`config.mk`:
```
export PLATFORM = sky130hd
export DESIGN_NAME = ready_queue_fifo_or_priority_core
export DESIGN_NICKNAME = d
export VERILOG_FILES = /design/src/rtl/rqfp_pkg.sv /design/src/rtl/rqfp_cell.sv /design/src/rtl/ready_queue_fifo_or_priority_core.sv
export SDC_FILE = /design/constraint.sdc
export NUM_CORES = 1
export LEC_CHECK = 0
export BUFFER_PORTS_ARGS = -buffer_cell sky130_fd_sc_hd__buf_2
export CAP_MARGIN = 20
export CORE_UTILIZATION = 50
export CTS_CLUSTER_SIZE = 20
export DETAILED_ROUTE_END_ITERATION = 12
export PLACE_DENSITY = 0.65
export SLEW_MARGIN = 40
export SYNTH_ARGS = -nofsm -noshare
export SYNTH_HDL_FRONTEND = slang
export SYNTH_SLANG_ARGS = --single-unit
```
`constraint.sdc`:
```
create_clock -name clk -period 6.3 [get_ports clk]
set_input_delay 1.26 -clock clk [delete_from_list [all_inputs] [get_ports clk]]
set_output_delay 1.26 -clock clk [all_outputs]
set_load 0.01 [all_outputs]
```
`src/rtl/rqfp_pkg.sv`:
```
// Shared types and constants for the ready queue (FIFO or priority order).
// Used by the queue cell, the top level and the port checker; no dependencies.
package rqfp_pkg;

	localparam int QUEUE_DEPTH = 16;
	localparam int IDX_W       = $clog2(QUEUE_DEPTH);
	localparam int CNT_W       = $clog2(QUEUE_DEPTH + 1);

	localparam logic FUNC_ENQ = 1'b0;
	localparam logic FUNC_DEQ = 1'b1;

	typedef logic [CNT_W-1:0] cnt_t;
	typedef logic [IDX_W-1:0] idx_t;

	typedef struct packed {
		logic [7:0] handle;
		logic [7:0] prio;
	} entry_t;

	// Search token that walks the cell row, one cell per cycle.
	typedef struct packed {
		logic   has;
		entry_t best;
		cnt_t   best_idx;
		entry_t last;
	} token_t;

	// Broadcast from the controller to every cell.
	typedef struct packed {
		cnt_t   fill;
		cnt_t   last_idx;
		logic   enq;
		entry_t new_ent;
		logic   shift;
		logic   replace;
		cnt_t   rep_idx;
		entry_t rep_ent;
	} cell_ctrl_t;

	typedef struct packed {
		logic   valid;
		entry_t ent;
		logic   dropped;
		logic   now_empty;
	} result_t;

endpackage

```
`src/rtl/rqfp_cell.sv`:
```
// One slot of the ready queue: holds one entry and one stage of the search token.
// Depends on rqfp_pkg.
module rqfp_cell import rqfp_pkg::*; (
	input  logic       clk,
	input  cnt_t       idx,
	input  cell_ctrl_t ctrl,
	input  entry_t     nxt,
	output entry_t     ent,
	input  token_t     tok_in,
	output token_t     tok_out
);

	entry_t ent_q;
	token_t tok_q;
	token_t tok_d;
	logic   in_use;

	assign in_use = idx < ctrl.fill;

	always_ff @(posedge clk) begin
		if (ctrl.enq && idx == ctrl.fill) begin
			ent_q <= ctrl.new_ent;
		end else if (ctrl.shift) begin
			ent_q <= nxt;
		end else if (ctrl.replace && idx == ctrl.rep_idx) begin
			ent_q <= ctrl.rep_ent;
		end
	end

	// A strictly larger priority is needed to take over, so the lowest slot wins ties.
	always_comb begin
		tok_d = tok_in;
		if (in_use && (!tok_in.has || ent_q.prio > tok_in.best.prio)) begin
			tok_d.has      = 1'b1;
			tok_d.best     = ent_q;
			tok_d.best_idx = idx;
		end
		if (idx == ctrl.last_idx) begin
			tok_d.last = ent_q;
		end
	end

	always_ff @(posedge clk) begin
		tok_q <= tok_d;
	end

	assign ent     = ent_q;
	assign tok_out = tok_q;

endmodule

```
`src/rtl/ready_queue_fifo_or_priority_core.sv`:
```
// Ready queue of task handles with FIFO or highest-priority dequeue.
// A row of rqfp_cell slots plus the controller and result register; uses rqfp_pkg.
//
// Usage:
//   Requests arrive on req_valid/req_stall with func, task_handle and task_priority;
//   a request transfers at a rising edge with req_valid high and req_stall low.
//   Every request yields exactly one result on res_valid/res_stall carrying
//   out_valid, out_handle, out_priority, dropped and now_empty.
//   Write fifo_mode (cfg_wr_en/cfg_wr_data) only while the queue is idle; unchecked.
// Timing:
//   An enqueue or a FIFO dequeue completes at once: its result is registered at the
//   transfer edge, and a new request can transfer in the very next cycle unless
//   res_stall holds it. A priority dequeue runs ST_SCAN, as a search token walks the
//   cell row one cell per cycle, and then moves the last entry into the freed slot.
// Reset:
//   arst_n clears state, fill count, mode (priority order) and result valid flag;
//   slot contents stay undefined until written.
// Back-pressure:
//   While res_stall holds a result, the result stays put and req_stall is raised.
module ready_queue_fifo_or_priority_core import rqfp_pkg::*; (
	input  logic       clk,
	input  logic       arst_n,
	input  logic       cfg_wr_en,
	input  logic       cfg_wr_data,
	input  logic       req_valid,
	output logic       req_stall,
	input  logic       func,
	input  logic [7:0] task_handle,
	input  logic [7:0] task_priority,
	output logic       res_valid,
	input  logic       res_stall,
	output logic       out_valid,
	output logic [7:0] out_handle,
	output logic [7:0] out_priority,
	output logic       dropped,
	output logic       now_empty
);

	typedef enum logic [2:0] {
		ST_IDLE = 3'b001,
		ST_SCAN = 3'b010,
		ST_DONE = 3'b100
	} state_t;

	state_t     state_q, state_d;
	cnt_t       fill_q, fill_d;
	idx_t       scan_q, scan_d;
	logic       fifo_mode_q;
	logic       res_valid_q;
	result_t    res_q, res_d;
	logic       res_load;
	logic       res_free;
	logic       req_xfer;
	logic       full, empty;
	cell_ctrl_t ctrl;
	entry_t     ent [QUEUE_DEPTH];
	token_t     tok [QUEUE_DEPTH+1];
	token_t     tok_fin;

	assign full     = fill_q == cnt_t'(QUEUE_DEPTH);
	assign empty    = fill_q == '0;
	assign res_free = !res_valid_q || !res_stall;
	assign req_stall = (state_q != ST_IDLE) || !res_free;
	assign req_xfer = req_valid && !req_stall;
	assign tok[0]   = '0;
	assign tok_fin  = tok[QUEUE_DEPTH];

	always_comb begin
		ctrl.fill           = fill_q;
		ctrl.last_idx       = fill_q - cnt_t'(1);
		ctrl.enq            = req_xfer && func == FUNC_ENQ && !full;
		ctrl.new_ent.handle = task_handle;
		ctrl.new_ent.prio   = task_priority;
		ctrl.shift          = req_xfer && func == FUNC_DEQ && fifo_mode_q && !empty;
		ctrl.replace        = state_q == ST_DONE && res_free;
		ctrl.rep_idx        = tok_fin.best_idx;
		ctrl.rep_ent        = tok_fin.last;
	end

	for (genvar i = 0; i < QUEUE_DEPTH; i++) begin : g_cell
		entry_t nxt;
		if (i == QUEUE_DEPTH - 1) begin : g_tail
			assign nxt = '0;
		end else begin : g_mid
			assign nxt = ent[i+1];
		end
		rqfp_cell u_cell (
			.clk    (clk),
			.idx    (cnt_t'(i)),
			.ctrl   (ctrl),
			.nxt    (nxt),
			.ent    (ent[i]),
			.tok_in (tok[i]),
			.tok_out(tok[i+1])
		);
	end

	always_comb begin
		state_d  = state_q;
		fill_d   = fill_q;
		scan_d   = scan_q;
		res_load = 1'b0;
		res_d    = '0;
		unique case (state_q)
			ST_IDLE: begin
				if (req_xfer) begin
					res_load = 1'b1;
					if (func == FUNC_ENQ) begin
						res_d.dropped = full;
						if (!full) begin
							fill_d = fill_q + cnt_t'(1);
						end
					end else if (empty) begin
						res_d.now_empty = 1'b1;
					end else if (fifo_mode_q) begin
						res_d.valid     = 1'b1;
						res_d.ent       = ent[0];
						res_d.now_empty = fill_q == cnt_t'(1);
						fill_d          = fill_q - cnt_t'(1);
					end else begin
						res_load = 1'b0;
						scan_d   = '0;
						state_d  = ST_SCAN;
					end
				end
			end
			ST_SCAN: begin
				scan_d = scan_q + idx_t'(1);
				if (scan_q == idx_t'(QUEUE_DEPTH - 1)) begin
					state_d = ST_DONE;
				end
			end
			ST_DONE: begin
				if (res_free) begin
					res_load        = 1'b1;
					res_d.valid     = 1'b1;
					res_d.ent       = tok_fin.best;
					res_d.now_empty = fill_q == cnt_t'(1);
					fill_d          = fill_q - cnt_t'(1);
					state_d         = ST_IDLE;
				end
			end
			default: begin
				state_d = ST_IDLE;
			end
		endcase
	end

	always_ff @(posedge clk or negedge arst_n) begin
		if (!arst_n) begin
			state_q     <= ST_IDLE;
			fill_q      <= '0;
			scan_q      <= '0;
			fifo_mode_q <= 1'b0;
			res_valid_q <= 1'b0;
		end else begin
			state_q <= state_d;
			fill_q  <= fill_d;
			scan_q  <= scan_d;
			if (cfg_wr_en) begin
				fifo_mode_q <= cfg_wr_data;
			end
			if (res_load) begin
				res_valid_q <= 1'b1;
			end else if (!res_stall) begin
				res_valid_q <= 1'b0;
			end
		end
	end

	always_ff @(posedge clk) begin
		if (res_load) begin
			res_q <= res_d;
		end
	end

	assign res_valid    = res_valid_q;
	assign out_valid    = res_q.valid;
	assign out_handle   = res_q.ent.handle;
	assign out_priority = res_q.ent.prio;
	assign dropped      = res_q.dropped;
	assign now_empty    = res_q.now_empty;

endmodule

```
# Word level (Yosys, flattened, before mapping)
# Index checks and enable logic that the tools add are counted.
[word_totals] register_bits=896
[classes] add_sub_neg=3 order_cmp=31 eq_ne=62 muxes=118 bitwise_logic=3 reduce_logical=117
[op_table] cell="16-bit two-way mux" n=63
[op_table] cell="21-bit two-way mux" n=15
[op_table] cell="4-bit by 5-bit equality test with 1-bit output, first input constant" n=24
[op_table] cell="8-bit greater-than comparator" n=15
[op_table] cell="17-bit two-way mux" n=4
[op_table] cell="3-bit by 5-bit equality test with 1-bit output, first input constant" n=12
[op_table] cell="1-bit logical AND" n=54
[op_table] cell="3-bit nonzero test" n=16
[op_table] cell="4-bit by 5-bit < comparator with 1-bit output, first input constant" n=8
[op_table] cell="17-bit one-hot mux with 2 select lines" n=1
[op_table] cell="2-bit by 5-bit equality test with 1-bit output, first input constant" n=6
[op_table] cell="5-bit two-way mux" n=6
[op_table] cell="22-bit two-way mux" n=1
[op_table] cell="1-bit logical NOT" n=21
[op_table] cell="3-bit by 5-bit < comparator with 1-bit output, first input constant" n=4
[op_table] cell="19-bit two-way mux" n=1
[op_table] cell="3-bit two-way mux" n=6
[op_table] cell="1-bit logical OR" n=17
[op_table] cell="4-bit two-way mux" n=4
[op_table] cell="1-bit by 5-bit equality test with 1-bit output, first input constant" n=3
[op_table] cell="5-bit logical NOT" n=3
[op_table] cell="1-bit two-way mux" n=12
[op_table] cell="2-bit inequality test, second input constant" n=6
[op_table] cell="6-bit AND reduction" n=2
[op_table] cell="other kinds (22)" n=30

# Longest topological paths before layout
[depth] depth_word=11 mapped_depth=11 ltp_nobuf=7

# Hierarchy
# A second synthesis with hierarchy kept.
[hier_totals] hier_cells=4359 hier_area_um2=46761.1
[by_module_without_submodules] module="rqfp_cell (g_cell[1].u_cell ...)" n_inst=9 cells_each=294 area_per_inst_um2=2952.8 seq_area_each_um2=1241.2
[by_module_without_submodules] module="rqfp_cell (g_cell[0].u_cell ...)" n_inst=6 cells_each=210 area_per_inst_um2=2567.5 seq_area_each_um2=1241.2
[by_module_without_submodules] module="rqfp_cell (g_cell[10].u_cell)" n_inst=1 cells_each=294 area_per_inst_um2=2942.8 seq_area_each_um2=1241.2
[by_module_without_submodules] module="ready_queue_fifo_or_priority_core" n_inst=1 cells_each=159 area_per_inst_um2=1838.0 seq_area_each_um2=922.1

# Worst setup path after synthesis
# Ideal clock, no wire load.
[synth_timing] kind="input to register" start="input res_stall" end="register res_q (netlist bit dropped) (enable)" setup_ns=0.423 arrival_time_ns=3.271 t_required_ns=5.877 path_slack_ns=2.606 stages=3 cell_sequence="a21o_1 > or2_2 > o21ai_0"
[synth_via] elab_chain_len=8 word_cells_on_any_way=9 cone_classes="mux (3); reduce/logical (6)"
[synth_lines] item="start, declared" line="ready_queue_fifo_or_priority_core.sv:31" source="input logic res_stall,"
[synth_lines] item="1-bit logical NOT (*)"
[synth_lines] item="1-bit logical OR (*)" line="ready_queue_fifo_or_priority_core.sv:62" source="assign res_free = !res_valid_q || !res_stall;"
[synth_lines] item="1-bit logical NOT" line="ready_queue_fifo_or_priority_core.sv:63" source="assign req_stall = (state_q != ST_IDLE) || !res_free;"
[synth_lines] item="1-bit logical OR" line="ready_queue_fifo_or_priority_core.sv:63"
[synth_lines] item="1-bit logical NOT" line="ready_queue_fifo_or_priority_core.sv:64" source="assign req_xfer = req_valid && !req_stall;"
[synth_lines] item="1-bit logical AND" line="ready_queue_fifo_or_priority_core.sv:64"
[synth_lines] item="1-bit two-way mux" line="ready_queue_fifo_or_priority_core.sv:106" source="if (req_xfer) begin"
[synth_lines] item="1-bit one-hot mux with 2 select lines (*)" line="ready_queue_fifo_or_priority_core.sv:104" source="unique case (state_q)"
[synth_lines] item="via res_load" line="ready_queue_fifo_or_priority_core.sv:51" source="logic res_load;"
[synth_lines] item="end signal, assigned" line="ready_queue_fifo_or_priority_core.sv:173" source="res_q <= res_d;"
[synth_lines] item="end, declared" line="ready_queue_fifo_or_priority_core.sv:50" source="result_t res_q, res_d;"
# The timed path passes the listed nets; every way through them passes the cells marked *.
# A chain may end at the register's enable or synchronous reset.

# Worst setup path in the final report
[layout_timing] start="register fill_q[1]" end="register g_cell[15].u_cell.ent_q (netlist bit g_cell[15].u_cell.ent[12]), data pin"
[layout_via] elab_chain_len=5 word_cells_on_any_way=10 cone_classes="eq/ne (2); mux (2); reduce/logical (6)"
[layout_lines] item="start, declared" line="ready_queue_fifo_or_priority_core.sv:46" source="cnt_t fill_q, fill_d;"
[layout_lines] item="start signal, assigned" line="ready_queue_fifo_or_priority_core.sv:158" source="fill_q <= fill_d;"
[layout_lines] item="5-bit logical NOT / 5-bit equality test (equally long branches)" line="ready_queue_fifo_or_priority_core.sv:61, ready_queue_fifo_or_priority_core.sv:60"
[layout_lines] item="1-bit logical NOT (on tied branches)"
[layout_lines] item="1-bit logical AND (on tied branches)" line="ready_queue_fifo_or_priority_core.sv:74, ready_queue_fifo_or_priority_core.sv:71"
[layout_lines] item="16-bit two-way mux / 1-bit logical AND (equally long branches)" line="rqfp_cell.sv:23, rqfp_cell.sv:21"
[layout_lines] item="16-bit two-way mux (*)" line="rqfp_cell.sv:21" source="if (ctrl.enq && idx == ctrl.fill) begin"
[layout_lines] item="end signal, assigned" line="rqfp_cell.sv:22" source="ent_q <= ctrl.new_ent;"
[layout_lines] item="end signal, assigned" line="rqfp_cell.sv:24" source="ent_q <= nxt;"
[layout_lines] item="end signal, assigned" line="rqfp_cell.sv:26" source="ent_q <= ctrl.rep_ent;"
[layout_lines] item="end, declared" line="rqfp_cell.sv:13" source="entry_t ent_q;"
# Mark *: on every way between the ends. The rest lies on a longest branch, timed or not.

==> reports/metrics.yaml <==
global_routing:
  grt_pass1_wl_um: 147000
  grt.total_usage_pct: 27.8
  grt_max_degree: 141
  grt_pass1_vias: 23409
  grt.overflow.total: 0
  antenna_found_initial: 4
route:
  vias: 23213
  wire_per_inst_um: 24.3
  drc: 0
  wl_um: 97800
  drtIter0Drc: 2228
  drtAntennaViolNets: 0
  dr.pass1.iters: 6
  post_drt_via_cell_ratio: 5.76
die:
  dieWidth_um: 267
  dieArea_um2: 71200
  die_h_um: 267
  io_pins: 44
  core_um2: 68900
  row_count: 96
  initial_core_util_pct: 50.9
cts:
  clk_pin_slew_ns: 0.06
  clk_latency_ns: 0.64
  numCtsBuffers: 87
  clk_path_buf_depth: 3
  cts_root_buf: "clkbuf_16"
  cts_resized: 0
  htreeDepth: 3
  cts_setup_buffers: 0
  cts_tree: "built"
  clock-sinks: 865
  cts_hold_buffers: 0
critical_path:
  cp.required_ns: 6.68
  cpPeakStageDelay_ns: 0.80
  cp_max_fo: 140
  crit_slowest_cell: "dfrtp_1"
  path_cells: "inv_1 > ha_1 > a2111oi_4 > buf_12 > nor2b_1 > buf_4 > mux2_2"
  criticalPathCategory: "register to register"
  start_kind: "register"
  critPathArrivalTime_ns: 4.10
  cp-end-kind: "register"
power:
  p_seq_share_pct: 43.6
  power_leakage_nw: 15.8
  power.internal_w: 0.0140
  p_clk_share_pct: 24.8
  ir_drop_uv: 268
  pwr-share-comb_pct: 31.6
  p_per_area_nw_per_um2: 530
  power_switching_share_pct: 32.3
  p_switching_w: 0.00668
placed_design:
  dp_slack_ns: 2.26
  portBuffers: 43
  place_area_um2: 36100
  dp_hpwl_um: 66700
  dp.cells: 3865
  place.gp.congestion: 0.855
synth:
  async_reset_ff_share_pct: 1.62
  synth_nets: 3185
  yosysMostFrequentCell: "dfxtp_1"
  syn_inst: 3035
  synth_area_um2: 35100
  synthTopCellsByCount: "576 x dfxtp_1, 477 x mux2_2, 475 x a21oi_1"
  avgSynthCellArea_um2: 11.6
  synth_top_area_share_pct: 32.9
  synth_ff_type: "dfxtp_1"
  synth_warnings: 0
  yosysTopAreaCell: "dfxtp_1"
  synth.distinct_cells: 63
  ys_seq_elements: 865
  synth_edf_count: 275
  ys_seq_area_share_pct: 57.4
  synth_area_leaders: "dfxtp_1 33%, edfxtp_1 24%, mux2_2 15%"
outcome:
  status: "finished, final reports clean"
sta:
  final_hold_viol_count: 0
  setup_ws_ns: 2.58
  post-route-period-util_pct: 59.1
  drv_slew: 0
  max_slew_margin_pct: 42.1
  max_freq_mhz: 268
  tns_ns: 0
  rsz0062_at_grt: "no"
  finalSetupViolations: 0
  min_period_ns: 3.72
  finalClockSkew_ns: 0.0200
  worst-slew-pin-transition_ns: 0.869
layout:
  drive_above_1_share_pct: 24.5
  fin_cells: 4027
  finalNetCount: 3173
  design_area_um2: 39000
  finalCoreUtilization_pct: 56.5
  antenna_cells: 0
  num-fill-cells: 5741
  area_delta_synth_final_pct: 11.1
min_path:
  min_path_type: "register to register"
job:
  drv_cap: 0
## flip-flops by register name, summed over array words and instances (netlist names)
register,cells
now_empty,1
out_valid,1
fill_q,5
g_cell.u_cell.ent,256
res_valid,1
g_cell.u_cell.tok_out,576
dropped,1
scan_q,4
out_priority,8
state_q,3
out_handle,8
fifo_mode_q,1
## worst paths after layout
check,depth (start not counted),startpoint,to,slack (ns)
setup / recovery,7,fill_q[1]$_DFFE_PN0P_,g_cell[15].u_cell.ent[12]$_DFFE_PP_,2.58
hold / removal,1,g_cell[10].u_cell.tok_out[16]$_SDFF_PP0_,g_cell[11].u_cell.tok_out[16]$_SDFF_PP1_,0.41
setup reg to reg,7,fill_q[1]$_DFFE_PN0P_,g_cell[15].u_cell.ent[12]$_DFFE_PP_,2.58
hold reg to reg,1,g_cell[10].u_cell.tok_out[16]$_SDFF_PP0_,g_cell[11].u_cell.tok_out[16]$_SDFF_PP1_,0.41
max in group asynchronous,1,arst_n,state_q[0]$_DFFE_PN1P_,5.50
min in group asynchronous,1,arst_n,res_valid$_DFFE_PN0P_,0.51
## per-layer routing
metal  GRT usage (%)  up-vias  share of wire (%)
met4            11.4        4                4.2
li1                -    10714                  -
met1            35.7    11405                 41
met2            45.0      863                 47
met5               0        -              0.032
met3            6.19      227                7.5
## power by group through the flow
stage,combinational (W),sequential (W),clock (W)
2_1_floorplan,0.00475,0.00846,0
3_3_place_gp,0.00619,0.00907,0
3_5_place_dp,0.00644,0.00908,0
4_1_cts,0.00649,0.00899,0.00519
5_1_grt,0.00706,0.00915,0.00541
6_report,0.00652,0.00900,0.00513
## final cells by class
| type | count | area [um^2] | area share [%] |
|---|---|---|---|
| Clock inverter | 34 | 300 | 0.771 |
| Inverter | 134 | 503 | 1.29 |
| Tap cell | 931 | 1160 | 2.99 |
| Sequential cell | 865 | 20100 | 51.7 |
| Multi-Input combinational cell | 1844 | 13700 | 35.2 |
| Clock buffer | 128 | 2520 | 6.48 |
| Timing Repair Buffer | 91 | 594 | 1.53 |
## cell families after synthesis
kind of cell | after synthesis | share of synthesized area (%)
AOI/OAI and AO/OA | 642 | 9.95
buffers and inverters | 326 | 3.91
adders and majority gates | 127 | 4.53
muxes | 497 | 16.0
xor gates and xnor gates | 9 | 0.225
and+or+nand+nor | 569 | 8.00
DFF | 865 | 57.4
## layout by cell type, fill, tap and decap left out, types with 43 or more instances in the layout
cell type    n
nand2_1    113
dfxtp_1    576
nor2_1     204
a21oi_1    475
buf_2       43
o21ai_0     80
mux2_2     477
ha_1       127
buf_4       46
clkbuf_16   90
inv_1      134
edfxtp_1   275
## critical path: cells and delay by family (launching register included)
kind	cells	cell delay, ns
buffers and inverters	3	1.06
flip-flops	1	0.80
AO/OA/AOI/OAI	1	0.51
adder cells (fa/ha/maj)	1	0.38
AND/OR/NAND/NOR	1	0.35
multiplexers	1	0.27
## stage by stage
stage	hold slack (ns)	total power [W]
2_1_floorplan	0.386	0.0132
4_1_cts	0.415	0.0207
5_1_grt	0.424	0.0216
3_3_place_gp	0.395	0.0153
6_report	0.411	0.0206
3_5_place_dp	0.397	0.0155
(Power assumes the default switching activity.)
